===== src/rtl/sha256_engine_registers_assert.svh =====
// Assertion helpers, clocked on clk and disabled in reset.
`ifndef SHA256_ENGINE_REGISTERS_ASSERT_SVH
`define SHA256_ENGINE_REGISTERS_ASSERT_SVH

`define S256ER_ASSERT(lbl, prop, msg) \
	lbl: assert property (@(posedge clk) disable iff (!arst_n) prop) else $error(msg);

`define S256ER_NEVER(lbl, cond, msg) \
	lbl: assert property (@(posedge clk) disable iff (!arst_n) !(cond)) else $error(msg);

`endif


===== src/rtl/s256er_pkg.sv =====
`timescale 1ns / 1ps
package s256er_pkg;
	localparam int BLOCK_WORDS = 16;
	localparam int ROUNDS = 64;

	localparam logic [1:0] ACT_WR_CTRL = 2'd0;
	localparam logic [1:0] ACT_WR_FIFO = 2'd1;
	localparam logic [1:0] ACT_RD_CTRL = 2'd2;
	localparam logic [1:0] ACT_RD_HASH = 2'd3;

	localparam logic [31:0] PAD_WORD = 32'h8000_0000;

	localparam logic [31:0] ROUND_K [64] = '{
		32'h428a2f98, 32'h71374491, 32'hb5c0fbcf, 32'he9b5dba5,
		32'h3956c25b, 32'h59f111f1, 32'h923f82a4, 32'hab1c5ed5,
		32'hd807aa98, 32'h12835b01, 32'h243185be, 32'h550c7dc3,
		32'h72be5d74, 32'h80deb1fe, 32'h9bdc06a7, 32'hc19bf174,
		32'he49b69c1, 32'hefbe4786, 32'h0fc19dc6, 32'h240ca1cc,
		32'h2de92c6f, 32'h4a7484aa, 32'h5cb0a9dc, 32'h76f988da,
		32'h983e5152, 32'ha831c66d, 32'hb00327c8, 32'hbf597fc7,
		32'hc6e00bf3, 32'hd5a79147, 32'h06ca6351, 32'h14292967,
		32'h27b70a85, 32'h2e1b2138, 32'h4d2c6dfc, 32'h53380d13,
		32'h650a7354, 32'h766a0abb, 32'h81c2c92e, 32'h92722c85,
		32'ha2bfe8a1, 32'ha81a664b, 32'hc24b8b70, 32'hc76c51a3,
		32'hd192e819, 32'hd6990624, 32'hf40e3585, 32'h106aa070,
		32'h19a4c116, 32'h1e376c08, 32'h2748774c, 32'h34b0bcb5,
		32'h391c0cb3, 32'h4ed8aa4a, 32'h5b9cca4f, 32'h682e6ff3,
		32'h748f82ee, 32'h78a5636f, 32'h84c87814, 32'h8cc70208,
		32'h90befffa, 32'ha4506ceb, 32'hbef9a3f7, 32'hc67178f2
	};

	localparam logic [31:0] INIT_DIGEST [8] = '{
		32'h6a09e667, 32'hbb67ae85, 32'h3c6ef372, 32'ha54ff53a,
		32'h510e527f, 32'h9b05688c, 32'h1f83d9ab, 32'h5be0cd19
	};

	typedef struct packed {
		logic init;
		logic start;
		logic round;
		logic ext;
		logic fold;
		logic swap;
	} core_ctl_t;

	function automatic logic [31:0] swap32(input logic [31:0] x);
		return {x[7:0], x[15:8], x[23:16], x[31:24]};
	endfunction
endpackage


===== src/rtl/s256er_req_if.sv =====
`timescale 1ns / 1ps
interface s256er_req_if;
	logic        valid;
	logic        ready;
	logic [1:0]  action;
	logic [4:0]  byte_index;
	logic [31:0] write_value;

	modport source (output valid, action, byte_index, write_value, input ready);
	modport sink (input valid, action, byte_index, write_value, output ready);
endinterface


===== src/rtl/s256er_rsp_if.sv =====
`timescale 1ns / 1ps
interface s256er_rsp_if;
	logic        valid;
	logic        ready;
	logic [31:0] read_data;
	logic        mode_error;

	modport source (output valid, read_data, mode_error, input ready);
	modport sink (input valid, read_data, mode_error, output ready);
endinterface


===== src/rtl/s256er_ram.sv =====
`timescale 1ns / 1ps
module s256er_ram #(
	parameter int WIDTH = 32,
	parameter int DEPTH = 16
) (
	input  logic                     clk,
	input  logic                     we,
	input  logic [$clog2(DEPTH)-1:0] waddr,
	input  logic [WIDTH-1:0]         wdata,
	input  logic [$clog2(DEPTH)-1:0] raddr,
	output logic [WIDTH-1:0]         rdata
);
	logic [WIDTH-1:0] mem [DEPTH];

	always_ff @(posedge clk) begin
		if (we) begin
			mem[waddr] <= wdata;
		end
		rdata <= mem[raddr];
	end
endmodule


===== src/rtl/s256er_core.sv =====
`timescale 1ns / 1ps
module s256er_core #(
	parameter int BLOCK_WORDS = s256er_pkg::BLOCK_WORDS,
	parameter int ROUNDS = s256er_pkg::ROUNDS
) (
	input  logic                      clk,
	input  s256er_pkg::core_ctl_t     ctl,
	input  logic [$clog2(ROUNDS)-1:0] round_idx,
	input  logic [31:0]               ext_word,
	input  logic [2:0]                rd_idx,
	output logic [31:0]               rd_word
);
	logic [31:0] digest_q [8];
	logic [31:0] v_q [8];
	logic [31:0] win_q [BLOCK_WORDS];
	logic [31:0] w_exp, w_cur, s0, s1, e, a, t1, t2, sig_e, sig_a, ch, maj;

	always_comb begin
		s0 = {win_q[1][6:0], win_q[1][31:7]} ^ {win_q[1][17:0], win_q[1][31:18]}
			^ (win_q[1] >> 3);
		s1 = {win_q[BLOCK_WORDS-2][16:0], win_q[BLOCK_WORDS-2][31:17]}
			^ {win_q[BLOCK_WORDS-2][18:0], win_q[BLOCK_WORDS-2][31:19]}
			^ (win_q[BLOCK_WORDS-2] >> 10);
		w_exp = win_q[0] + s0 + win_q[BLOCK_WORDS-7] + s1;
		w_cur = ctl.ext ? ext_word : w_exp;
		e = v_q[4];
		a = v_q[0];
		sig_e = {e[5:0], e[31:6]} ^ {e[10:0], e[31:11]} ^ {e[24:0], e[31:25]};
		sig_a = {a[1:0], a[31:2]} ^ {a[12:0], a[31:13]} ^ {a[21:0], a[31:22]};
		ch = (e & v_q[5]) ^ (~e & v_q[6]);
		maj = (a & v_q[1]) ^ (a & v_q[2]) ^ (v_q[1] & v_q[2]);
		t1 = v_q[7] + sig_e + ch + s256er_pkg::ROUND_K[round_idx] + w_cur;
		t2 = sig_a + maj;
	end

	assign rd_word = digest_q[rd_idx];

	always_ff @(posedge clk) begin
		for (int i = 0; i < 8; i++) begin
			if (ctl.init) begin
				digest_q[i] <= s256er_pkg::INIT_DIGEST[i];
			end else if (ctl.fold) begin
				digest_q[i] <= digest_q[i] + v_q[i];
			end else if (ctl.swap) begin
				digest_q[i] <= s256er_pkg::swap32(digest_q[i]);
			end
		end
		if (ctl.start) begin
			for (int i = 0; i < 8; i++) begin
				v_q[i] <= digest_q[i];
			end
		end else if (ctl.round) begin
			v_q[7] <= v_q[6];
			v_q[6] <= v_q[5];
			v_q[5] <= v_q[4];
			v_q[4] <= v_q[3] + t1;
			v_q[3] <= v_q[2];
			v_q[2] <= v_q[1];
			v_q[1] <= v_q[0];
			v_q[0] <= t1 + t2;
		end
		if (ctl.round) begin
			for (int i = 0; i < BLOCK_WORDS - 1; i++) begin
				win_q[i] <= win_q[i+1];
			end
			win_q[BLOCK_WORDS-1] <= w_cur;
		end
	end
endmodule


===== src/rtl/sha256_engine_registers.sv =====
`timescale 1ns / 1ps
// channel | dir | payload
// req     | in  | action, byte_index, write_value
// rsp     | out | read_data, mode_error
// Reads and writes that start no hash answer in the cycle after acceptance.
// A block hash runs a queue RAM prefetch, the rounds (one round a cycle) and a
// digest fold; a finish adds a second block when the queue is nearly full and
// a byte swap step for big-endian output.
// arst_n clears control, counts and handshake state; the digest is set by bit0.
// No word is accepted while hashing or while an answer waits and is stalled.
`include "sha256_engine_registers_assert.svh"
module sha256_engine_registers #(
	parameter int BLOCK_WORDS = s256er_pkg::BLOCK_WORDS,
	parameter int ROUNDS = s256er_pkg::ROUNDS
) (
	input logic clk,
	input logic arst_n,
	s256er_req_if.sink req,
	s256er_rsp_if.source rsp
);
	localparam int AW = $clog2(BLOCK_WORDS);
	localparam int RW = $clog2(ROUNDS);

	typedef enum logic [4:0] {
		ST_IDLE  = 5'b00001,
		ST_PRE   = 5'b00010,
		ST_ROUND = 5'b00100,
		ST_FOLD  = 5'b01000,
		ST_SWAP  = 5'b10000
	} state_t;

	state_t state_q;
	logic [AW:0] q_count_q;
	logic [26:0] msg_q;
	logic irq0_q, be_q, irq1_q;
	logic [1:0] mode_q;
	logic fin_q, second_q;
	logic [AW-1:0] n_q;
	logic [RW-1:0] r_q;
	logic out_valid_q, out_err_q;
	logic [31:0] out_data_q;

	logic acc;
	logic [1:0] new_mode;
	logic ram_we;
	logic [AW-1:0] ram_raddr;
	logic [31:0] ram_rdata, ext_word, bits, rd_word;
	logic [7:0] hash_byte;
	logic fin_req, blk_req, err_go, hash_go, second_go, out_load;
	s256er_pkg::core_ctl_t ctl;

	assign req.ready = (state_q == ST_IDLE) && (!out_valid_q || rsp.ready);
	assign acc = req.valid && req.ready;
	assign new_mode = req.write_value[5:4];
	assign ram_we = acc && (req.action == s256er_pkg::ACT_WR_FIFO);
	assign ram_raddr = (state_q == ST_ROUND) ? AW'(r_q[AW-1:0] + 1'b1) : '0;
	assign bits = {msg_q, 5'b0};
	assign rsp.valid = out_valid_q;
	assign rsp.read_data = out_data_q;
	assign rsp.mode_error = out_err_q;

	assign fin_req = acc && (req.action == s256er_pkg::ACT_WR_CTRL) && req.write_value[1];
	assign blk_req = acc && (req.action == s256er_pkg::ACT_WR_FIFO)
		&& (q_count_q == (AW+1)'(BLOCK_WORDS - 1));
	assign err_go = (fin_req && (new_mode != 2'd0)) || (blk_req && (mode_q != 2'd0));
	assign hash_go = (fin_req && (new_mode == 2'd0)) || (blk_req && (mode_q == 2'd0));
	assign second_go = fin_q && !second_q && (n_q >= AW'(BLOCK_WORDS - 2));
	assign out_load = ((state_q == ST_IDLE) && acc && !hash_go)
		|| ((state_q == ST_FOLD) && !second_go && !(fin_q && be_q))
		|| (state_q == ST_SWAP);

	s256er_ram #(.WIDTH(32), .DEPTH(BLOCK_WORDS)) u_queue (
		.clk(clk), .we(ram_we), .waddr(q_count_q[AW-1:0]), .wdata(req.write_value),
		.raddr(ram_raddr), .rdata(ram_rdata)
	);

	always_comb begin
		if (!fin_q) begin
			ext_word = s256er_pkg::swap32(ram_rdata);
		end else if (second_q) begin
			ext_word = (r_q == RW'(BLOCK_WORDS - 1)) ? bits : '0;
		end else if (r_q < RW'(n_q)) begin
			ext_word = s256er_pkg::swap32(ram_rdata);
		end else if (r_q == RW'(n_q)) begin
			ext_word = s256er_pkg::PAD_WORD;
		end else if (r_q == RW'(BLOCK_WORDS - 1) && n_q < AW'(BLOCK_WORDS - 2)) begin
			ext_word = bits;
		end else begin
			ext_word = '0;
		end
	end

	always_comb begin
		ctl = '0;
		ctl.init = acc && (req.action == s256er_pkg::ACT_WR_CTRL) && req.write_value[0];
		ctl.start = (state_q == ST_PRE);
		ctl.round = (state_q == ST_ROUND);
		ctl.ext = (state_q == ST_ROUND) && (r_q < RW'(BLOCK_WORDS));
		ctl.fold = (state_q == ST_FOLD);
		ctl.swap = (state_q == ST_SWAP);
	end

	s256er_core #(.BLOCK_WORDS(BLOCK_WORDS), .ROUNDS(ROUNDS)) u_core (
		.clk(clk), .ctl(ctl), .round_idx(r_q), .ext_word(ext_word),
		.rd_idx(req.byte_index[4:2]), .rd_word(rd_word)
	);

	always_comb begin
		case (req.byte_index[1:0])
			2'd0: hash_byte = rd_word[7:0];
			2'd1: hash_byte = rd_word[15:8];
			2'd2: hash_byte = rd_word[23:16];
			default: hash_byte = rd_word[31:24];
		endcase
	end

	always_ff @(posedge clk or negedge arst_n) begin
		if (!arst_n) begin
			state_q <= ST_IDLE;
			q_count_q <= '0;
			msg_q <= '0;
			irq0_q <= 1'b0;
			be_q <= 1'b0;
			irq1_q <= 1'b0;
			mode_q <= '0;
			fin_q <= 1'b0;
			second_q <= 1'b0;
			n_q <= '0;
			r_q <= '0;
			out_valid_q <= 1'b0;
			out_err_q <= 1'b0;
			out_data_q <= '0;
		end else begin
			if (out_load) begin
				out_valid_q <= 1'b1;
			end else if (rsp.ready) begin
				out_valid_q <= 1'b0;
			end
			unique case (state_q)
				ST_IDLE: begin
					if (acc) begin
						out_err_q <= err_go;
						unique case (req.action)
							s256er_pkg::ACT_WR_CTRL: begin
								out_data_q <= '0;
								if (req.write_value[0]) begin
									msg_q <= '0;
								end
								irq0_q <= req.write_value[2];
								be_q <= req.write_value[3];
								mode_q <= new_mode;
								irq1_q <= req.write_value[10];
								if (req.write_value[1]) begin
									q_count_q <= '0;
									if (new_mode == 2'd0) begin
										fin_q <= 1'b1;
										second_q <= 1'b0;
										n_q <= q_count_q[AW-1:0];
										state_q <= ST_PRE;
									end
								end
							end
							s256er_pkg::ACT_WR_FIFO: begin
								out_data_q <= '0;
								msg_q <= msg_q + 27'd1;
								if (q_count_q == (AW+1)'(BLOCK_WORDS - 1)) begin
									q_count_q <= '0;
									if (mode_q == 2'd0) begin
										fin_q <= 1'b0;
										second_q <= 1'b0;
										state_q <= ST_PRE;
									end
								end else begin
									q_count_q <= q_count_q + 1'b1;
								end
							end
							s256er_pkg::ACT_RD_CTRL: begin
								out_data_q <= {21'd0, irq1_q, 4'd0, mode_q, be_q, irq0_q, 2'd0};
							end
							default: begin
								out_data_q <= {24'd0, hash_byte};
							end
						endcase
					end
				end
				ST_PRE: begin
					r_q <= '0;
					state_q <= ST_ROUND;
				end
				ST_ROUND: begin
					r_q <= r_q + 1'b1;
					if (r_q == RW'(ROUNDS - 1)) begin
						state_q <= ST_FOLD;
					end
				end
				ST_FOLD: begin
					if (second_go) begin
						second_q <= 1'b1;
						state_q <= ST_PRE;
					end else if (fin_q && be_q) begin
						state_q <= ST_SWAP;
					end else begin
						out_err_q <= 1'b0;
						out_data_q <= '0;
						state_q <= ST_IDLE;
					end
				end
				ST_SWAP: begin
					out_err_q <= 1'b0;
					out_data_q <= '0;
					state_q <= ST_IDLE;
				end
				default: begin
					state_q <= ST_IDLE;
				end
			endcase
		end
	end

	`S256ER_ASSERT(a_ready_idle, req.ready |-> (state_q == ST_IDLE), "ready outside idle")
	`S256ER_ASSERT(a_round_end, (state_q == ST_ROUND && r_q == RW'(ROUNDS - 1)) |=> (state_q == ST_FOLD), "round count overrun")
	`S256ER_ASSERT(a_queue_empty, (state_q == ST_PRE) |-> (q_count_q == '0), "queue not drained at hash start")
	`S256ER_NEVER(a_no_out_busy, out_valid_q && (state_q == ST_ROUND), "answer pending during rounds")
endmodule

===== src/flat_wrapper.sv =====
// flat-port wrapper written by rule: the top's interface ports become plain ports
module sha256_engine_registers_flat 
#(
	parameter int BLOCK_WORDS = s256er_pkg::BLOCK_WORDS,
	parameter int ROUNDS = s256er_pkg::ROUNDS
)
  (clk, arst_n, req_valid, req_action, req_byte_index, req_write_value, req_ready, rsp_valid, rsp_read_data, rsp_mode_error, rsp_ready);
  s256er_req_if req_i ();
  s256er_rsp_if rsp_i ();
  input logic clk;
  input logic arst_n;
  input wire logic [$bits(req_i.valid)-1:0] req_valid;
  input wire logic [$bits(req_i.action)-1:0] req_action;
  input wire logic [$bits(req_i.byte_index)-1:0] req_byte_index;
  input wire logic [$bits(req_i.write_value)-1:0] req_write_value;
  output wire logic [$bits(req_i.ready)-1:0] req_ready;
  output wire logic [$bits(rsp_i.valid)-1:0] rsp_valid;
  output wire logic [$bits(rsp_i.read_data)-1:0] rsp_read_data;
  output wire logic [$bits(rsp_i.mode_error)-1:0] rsp_mode_error;
  input wire logic [$bits(rsp_i.ready)-1:0] rsp_ready;
  assign req_i.valid = req_valid;
  assign req_i.action = req_action;
  assign req_i.byte_index = req_byte_index;
  assign req_i.write_value = req_write_value;
  assign req_ready = req_i.ready;
  assign rsp_valid = rsp_i.valid;
  assign rsp_read_data = rsp_i.read_data;
  assign rsp_mode_error = rsp_i.mode_error;
  assign rsp_i.ready = rsp_ready;
  sha256_engine_registers #(.BLOCK_WORDS(BLOCK_WORDS), .ROUNDS(ROUNDS)) u_core (.clk(clk), .arst_n(arst_n), .req(req_i), .rsp(rsp_i));
endmodule

===== config.mk =====
export PLATFORM = sky130hd
export DESIGN_NAME = sha256_engine_registers_flat
export DESIGN_NICKNAME = d
export VERILOG_FILES = /design/src/rtl/s256er_pkg.sv /design/src/rtl/s256er_req_if.sv /design/src/rtl/s256er_rsp_if.sv /design/src/rtl/s256er_ram.sv /design/src/rtl/s256er_core.sv /design/src/rtl/sha256_engine_registers.sv /design/src/flat_wrapper.sv
export VERILOG_INCLUDE_DIRS = /design/src /design/src/rtl
export SDC_FILE = /design/constraint.sdc
export NUM_CORES = 2
export LEC_CHECK = 0
export ABC_CLOCK_PERIOD_IN_PS = 22000
export BUFFER_PORTS_ARGS = -buffer_cell sky130_fd_sc_hd__buf_2
export CAP_MARGIN = 20
export CORE_MARGIN = 2
export CORE_UTILIZATION = 31
export CTS_CLUSTER_SIZE = 10
export DETAILED_ROUTE_END_ITERATION = 7
export GPL_ROUTABILITY_DRIVEN = 0
export GPL_TIMING_DRIVEN = 0
export HOLD_SLACK_MARGIN = 0.1
export PLACE_DENSITY = 0.44
export SLEW_MARGIN = 20
export SYNTH_ARGS = -nofsm -noshare
export SYNTH_HDL_FRONTEND = slang
export SYNTH_SLANG_ARGS = --single-unit

===== constraint.sdc =====
create_clock -name clk -period 22 [get_ports clk]
set_clock_uncertainty 0.15 [all_clocks]
set_input_delay 2.2 -clock clk [delete_from_list [all_inputs] [get_ports clk]]
set_output_delay 2.2 -clock clk [all_outputs]
set_load 0.05 [all_outputs]

# Word-level counts from Yosys, hierarchy flattened
# Memories as Yosys holds them, arrays and structs flattened. A register that Yosys moved wholly into a read port is not among the register bits.
# Index checks and enable logic that the tools add are counted.
# W data, S select, Z words.
# word_totals
ramBits,1536
elab_cells,256
output_inout_bits,35
latch_bits,0
register_bits,88
in_bits,43
mem_count,5
rom_bits,2048
# op_classes
reduce_logical,50
shifts,0
mul,0
n_eq_ne,28
add_sub_neg,22
div,0
muxes,90
bitwise_logic,42
order_cmp,5
# memory_table
name,words,width,read_ports,rd_clocked_by_memory_dff,write_ports,line,rtl
(name not given),64,32,1,0,0,s256er_core.sv:32,t1 = v_q[7] + sig_e + ch + s256er_pkg::ROUND_K[round_idx] + w_cur;
u_core.u_core.win_q,16,32,16,0,16,s256er_core.sv:15,logic [31:0] win_q [BLOCK_WORDS];
u_core.u_queue.mem,16,32,1,1,1,s256er_ram.sv:13,logic [WIDTH-1:0] mem [DEPTH];
u_core.u_core.digest_q,8,32,9,0,8,s256er_core.sv:13,logic [31:0] digest_q [8];
u_core.u_core.v_q,8,32,8,0,8,s256er_core.sv:14,logic [31:0] v_q [8];
# op_table
op,count
$mux W32,36
$add A32 B32 Y32,18
$xor A32 B32 Y32,9
$and A32 B32 Y32,5
$pmux W32 S3,1
$pmux W27 S2,1
$mux W5,10
$not A32 Y32,1
$xor A32 B22 Y32,1
$xor A32 B29 Y32,1
$mux W1,30
$add A27 B1 Y27 const B,1
$mux W27,1
$or A1 B1 Y1,24
$pmux W8 S3,1
$pmux W11 S2,1
$logic_and A1 B1 Y1,20
$pmux W5 S2,2
$pmux W5 S4,1
$ne A3 B3 Y1 const B,5
$reduce_and A7 Y1,2
$pmux W6 S2,1
$reduce_and A4 Y1,3
$reduce_bool A2 Y1,6
32 further kinds,56

# Logic depth before layout (Yosys ltp)
# depth
word_depth,13
depth_mapped,46
ltp_nobuf,46

# Modules after synthesis
# A second synthesis with hierarchy kept.
# hier_totals
hier_cells,7595
hier_area_um2,90913.4
# modules_own_cells
mod,area_per_inst_um2,seq_area_each_um2,instances,cells_each
s256er_core,66467.5,30749.5,1,6216
s256er_ram,19835.3,16015.4,1,838
sha256_engine_registers,4610.7,1627.8,1,541

# Least setup slack after synthesis
# No wires, ideal clock.
# synth_path
kind,reg-to-reg
start,register u_core.state_q[3]
end,memory u_core.u_core.win_q[0][0] (enable)
path_slack_ps,5684
path_buffers,2
t_arrival_ps,15090
required_time_ps,20774
setup_ps,1076
synth_period_minus_slack_ps,16316
stages_incl_launch_ff,6
path_cell_list,dfrtp_1 -> nor2_1 -> nand3_1 -> inv_2 -> clkbuf_1 -> clkbuf_1
# synth_lines
element,line,rtl
from (decl),sha256_engine_registers.sv:32,state_t state_q;
from (signal assigned),sha256_engine_registers.sv:119,state_q <= ST_IDLE;
from (signal assigned),sha256_engine_registers.sv:159,state_q <= ST_PRE;
from (signal assigned),sha256_engine_registers.sv:171,state_q <= ST_PRE;
to (decl),s256er_core.sv:15,

==> metrics.md <==
| Metric | Value |
|---|---|
| Outcome | finished with violations |
| Violated checks | DRC |
| Slew @ Worst Pin | 1.171 ns |
| Area delta synth->final | 13.52% |
| Total CTS buffers | between 200 and 250 |
| Worst Hold Class | flop to flop |
| Post-Syn Area | between 0.09 and 0.1 mm^2 |
| Sw frac | around a quarter |
| Initial antenna violation count | 49 |
| Worst R2R Setup Slack | just over 8 ns |
| Die Area | around 0.30 mm^2 |
| Starting Density | 31.23% |
| CTS H-tree depth | 4 |
| Cts repair resizes | 0 |
| Yosys cell types | roughly 100 |
| Sink Count | 1633 |
| Post-synth top area cell | edfxtp_1 |
| Reg-to-Reg End | u_core.u_core.v_q[0][29] |
| Period utilization | just over 60% |
| Vias in the first global route | about 65000 |
| Async S/R FF share, synth | 3.980% |
| Row count | 198 |
| RSZ-0062 raised after global routing | no |
| First-pass GRT wire length | a little over 500000 um |
| Hold Crit Endpoint | u_core.u_core.win_q[1][88] |
| CTS tree | built |
| Sequential share of power | 49.3% |
| Final Instance Area | 0.1034 mm^2 |
| Dpl cell area | 0.09736 mm^2 |
| TNS Setup | 0 ns |
| Max cap viols | 0 |
| CP dominant cell by count | a21oi_1 |
| Largest net degree at the start of global routing | 73 |
| Crit path time final | 13.72 ns |
| P_int | 5302 uW |
| Req. time, crit path | 22.40 ns |
| Setup CP Type | flop to flop |
| Footprint of the multi-input gates | slightly below 0.04 mm^2 |
| Synthesized instance count | 8053 |
| Clock power frac | 44.8% |
| Post-Layout Cell Count | about 12000 |
| Fraction of layout cells with a size suffix above 1 | 6.892% |
| Switch Pwr | 1644 uW |
| Drt total wl | around 370000 um |
| Hpwl dp | 281600 um |
| DR vias/cell | 5.501 |
| Hold WS | 0.2068 ns |
| Worst reg-to-reg path cell count | 42 |
| CTS clk-pin slew, worst paths | 0.06 ns |
| Gate power share | 5.9% |
| Syn Area/Cell | 11.31 um^2 |
| VDD IR max | between 0.06 and 0.07 mV |
| Crit end category | flop |
| Final hold vios | 0 |
| Vias | 68310 |
| Hold_buf cts | 0 |
| CTS Buffer Depth | 4 |
| Crit path DAT | 14.12 ns |
| Yosys warns | 0 |
| Worst path max stage delay | between 0.8 and 0.9 ns |
| Synth top area share | 50.65% |
| Ranking of synthesized cells by area | edfxtp_1 51%, ha_1 5.6%, nand2_1 5.2% |
| FMAX | 72.88 MHz |
| Commonest cells post-synth | 1536 x edfxtp_1, 1269 x nand2_1, 555 x a21oi_1 |
| FF-to-FF Start | u_core.r_q[0] |
| Slew Limit Headroom | 21.35% |
| Hold Path Stages | 0 |
| Routed WL per cell | 29.51 um |
| Core footprint | slightly below 0.3 mm^2 |
| Die Y | 546.0 um |
| GRT overflow | 0 |
| Crit path max fanout | 10 |
| Clock Latency Late Sink | 0.91 ns |
| Count leader, synth | edfxtp_1 |
| CTS root buf | clkbuf_16 |
| Synthesized flop and latch total | 1633 |
| Port Buffers | 49 |
| Initial DRT Pass Iterations | 8 |
| Register area | 0.04839 mm^2 |
| ANT nets after route | 0 |
| Final setup fails | 0 |
| Leakage | about 0.038 uW |
| Nets | about 9000 |
| Worst path slowest cell | clkbuf_1 |
| Startpoint Class | flop |
| # DRC | 3 |
| Utilization after layout | between 30% and 40% |
| Post-synth EDFFs | 1536 |
| Worst Min Path Start | u_core.u_core.win_q[1][120] |
| Main flop type after synthesis | edfxtp_1 |
| Initial DRC Count | about 9200 |
| FILL cells | 28950 |
| Setup bufs post-CTS | 0 |
| Die Wd | 546.0 um |
| Placed cell count | 12070 |
| Power density over the cells | 67.20 mW/mm^2 |
| Seq/Total Area, Yosys | ~53% |
| All-layer global routing usage | 23.83% |
| Final Slew Violations | 0 |
| I/O Pins | 78 |
[power groups by stage]
stage               clock network, uW  registers (uW)  logic (uW)
floorplan                           0            3490         248
global placement                    0            3500         394
detailed placement                  0            3490         401
CTS                              3180            3430         404
global route                     3290            3430         438
finish                           3110            3430         408
[state kept, by name, indices dropped and copies added, names as in the netlist, 2 cells and up]
name and count:
u_core.u_core.digest_q 256, u_core.u_queue.rdata 32, u_core.u_core.win_q 512, u_core.msg_q 27
u_core.r_q 6, u_core.u_core.v_q 256, u_core.q_count_q 5, u_core.state_q 5
u_core.u_queue.mem 512, u_core.rsp.read_data 9, u_core.n_q 4, u_core.mode_q 2
[logic make-up after synthesis]
kind of cell | after synthesis | synth area share [%]
compound gates | 1982 | 13.99
simple gates | 2248 | 10.76
flops | 1633 | 53.15
xor+xnor | 601 | 5.781
other cells | 1 | 0.004118
fa+ha+maj | 609 | 9.973
buf+inv | 823 | 3.493
mux | 156 | 2.851
[cell usage in the layout (no fill, tap or decap), types with 204 or more instances in the layout]
cell type	synthesis	final
a211oi_1	208	208
a21oi_1	555	555
clkbuf_1	358	410
clkbuf_16	0	204
edfxtp_1	1536	1536
ha_1	409	409
inv_1	400	399
nand2_1	1269	1269
nor2_1	382	381
o21ai_0	414	412
xnor2_1	385	385
xor2_1	216	216
[area by class of cell]
class / count / area share, %
antenna: 14 / 0.03389
buffer: 420 / 1.647
clock buffer: 281 / 5.257
clock inverter: 54 / 0.4951
inverter: 403 / 1.471
multi-input combinational: 5619 / 38.32
sequential: 1633 / 46.82
tap: 3900 / 4.721
timing repair buffer: 93 / 1.239
[worst max-delay path by stage]
| stage | slack, ns | to | from | cells past startpoint |
|---|---|---|---|---|
| finish | 8.28 | u_core.u_core.v_q[0][29] | u_core.r_q[0] | 42 |
| global route | 7.86 | u_core.u_core.v_q[0][29] | u_core.r_q[0] | 42 |
| CTS | 8.34 | u_core.u_core.v_q[0][29] | u_core.r_q[0] | 42 |
| detailed placement | 8.48 | u_core.u_core.v_q[0][29] | u_core.r_q[0] | 42 |
| global placement | -1.95 | u_core.u_core.v_q[1][4] | u_core.state_q[3] | 7 |
| floorplan | 5.68 | u_core.u_core.win_q[0][0] | u_core.state_q[3] | 5 |
[worst max-delay path, delay by kind of cell (launching register included)]
family / cells / cell delay [ns]
flip-flops: 1 / 0.47
adder cells (fa/ha/maj): 7 / 2.97
AO/OA/AOI/OAI: 19 / 5.06
XOR/XNOR: 2 / 0.79
buffers and inverters: 10 / 3.36
AND/OR/NAND/NOR: 4 / 0.52
[per-layer routing]
metal  part of all wire, %  track usage [%]
met1                    45            34.50
met2                    42            34.56
met3                   9.9            5.710
met4                   3.8            8.055
met5                 0.029                0
[metrics by stage]
step           total power [uW]  worst slack (ns)
3_3_place_gp               3889            -1.947
2_1_floorplan              3735             5.684
5_1_grt                    7153             7.855
3_5_place_dp               3892             8.482
6_report                   6946             8.278
4_1_cts                    7014             8.339
Power figures use the tool's default switching activity.
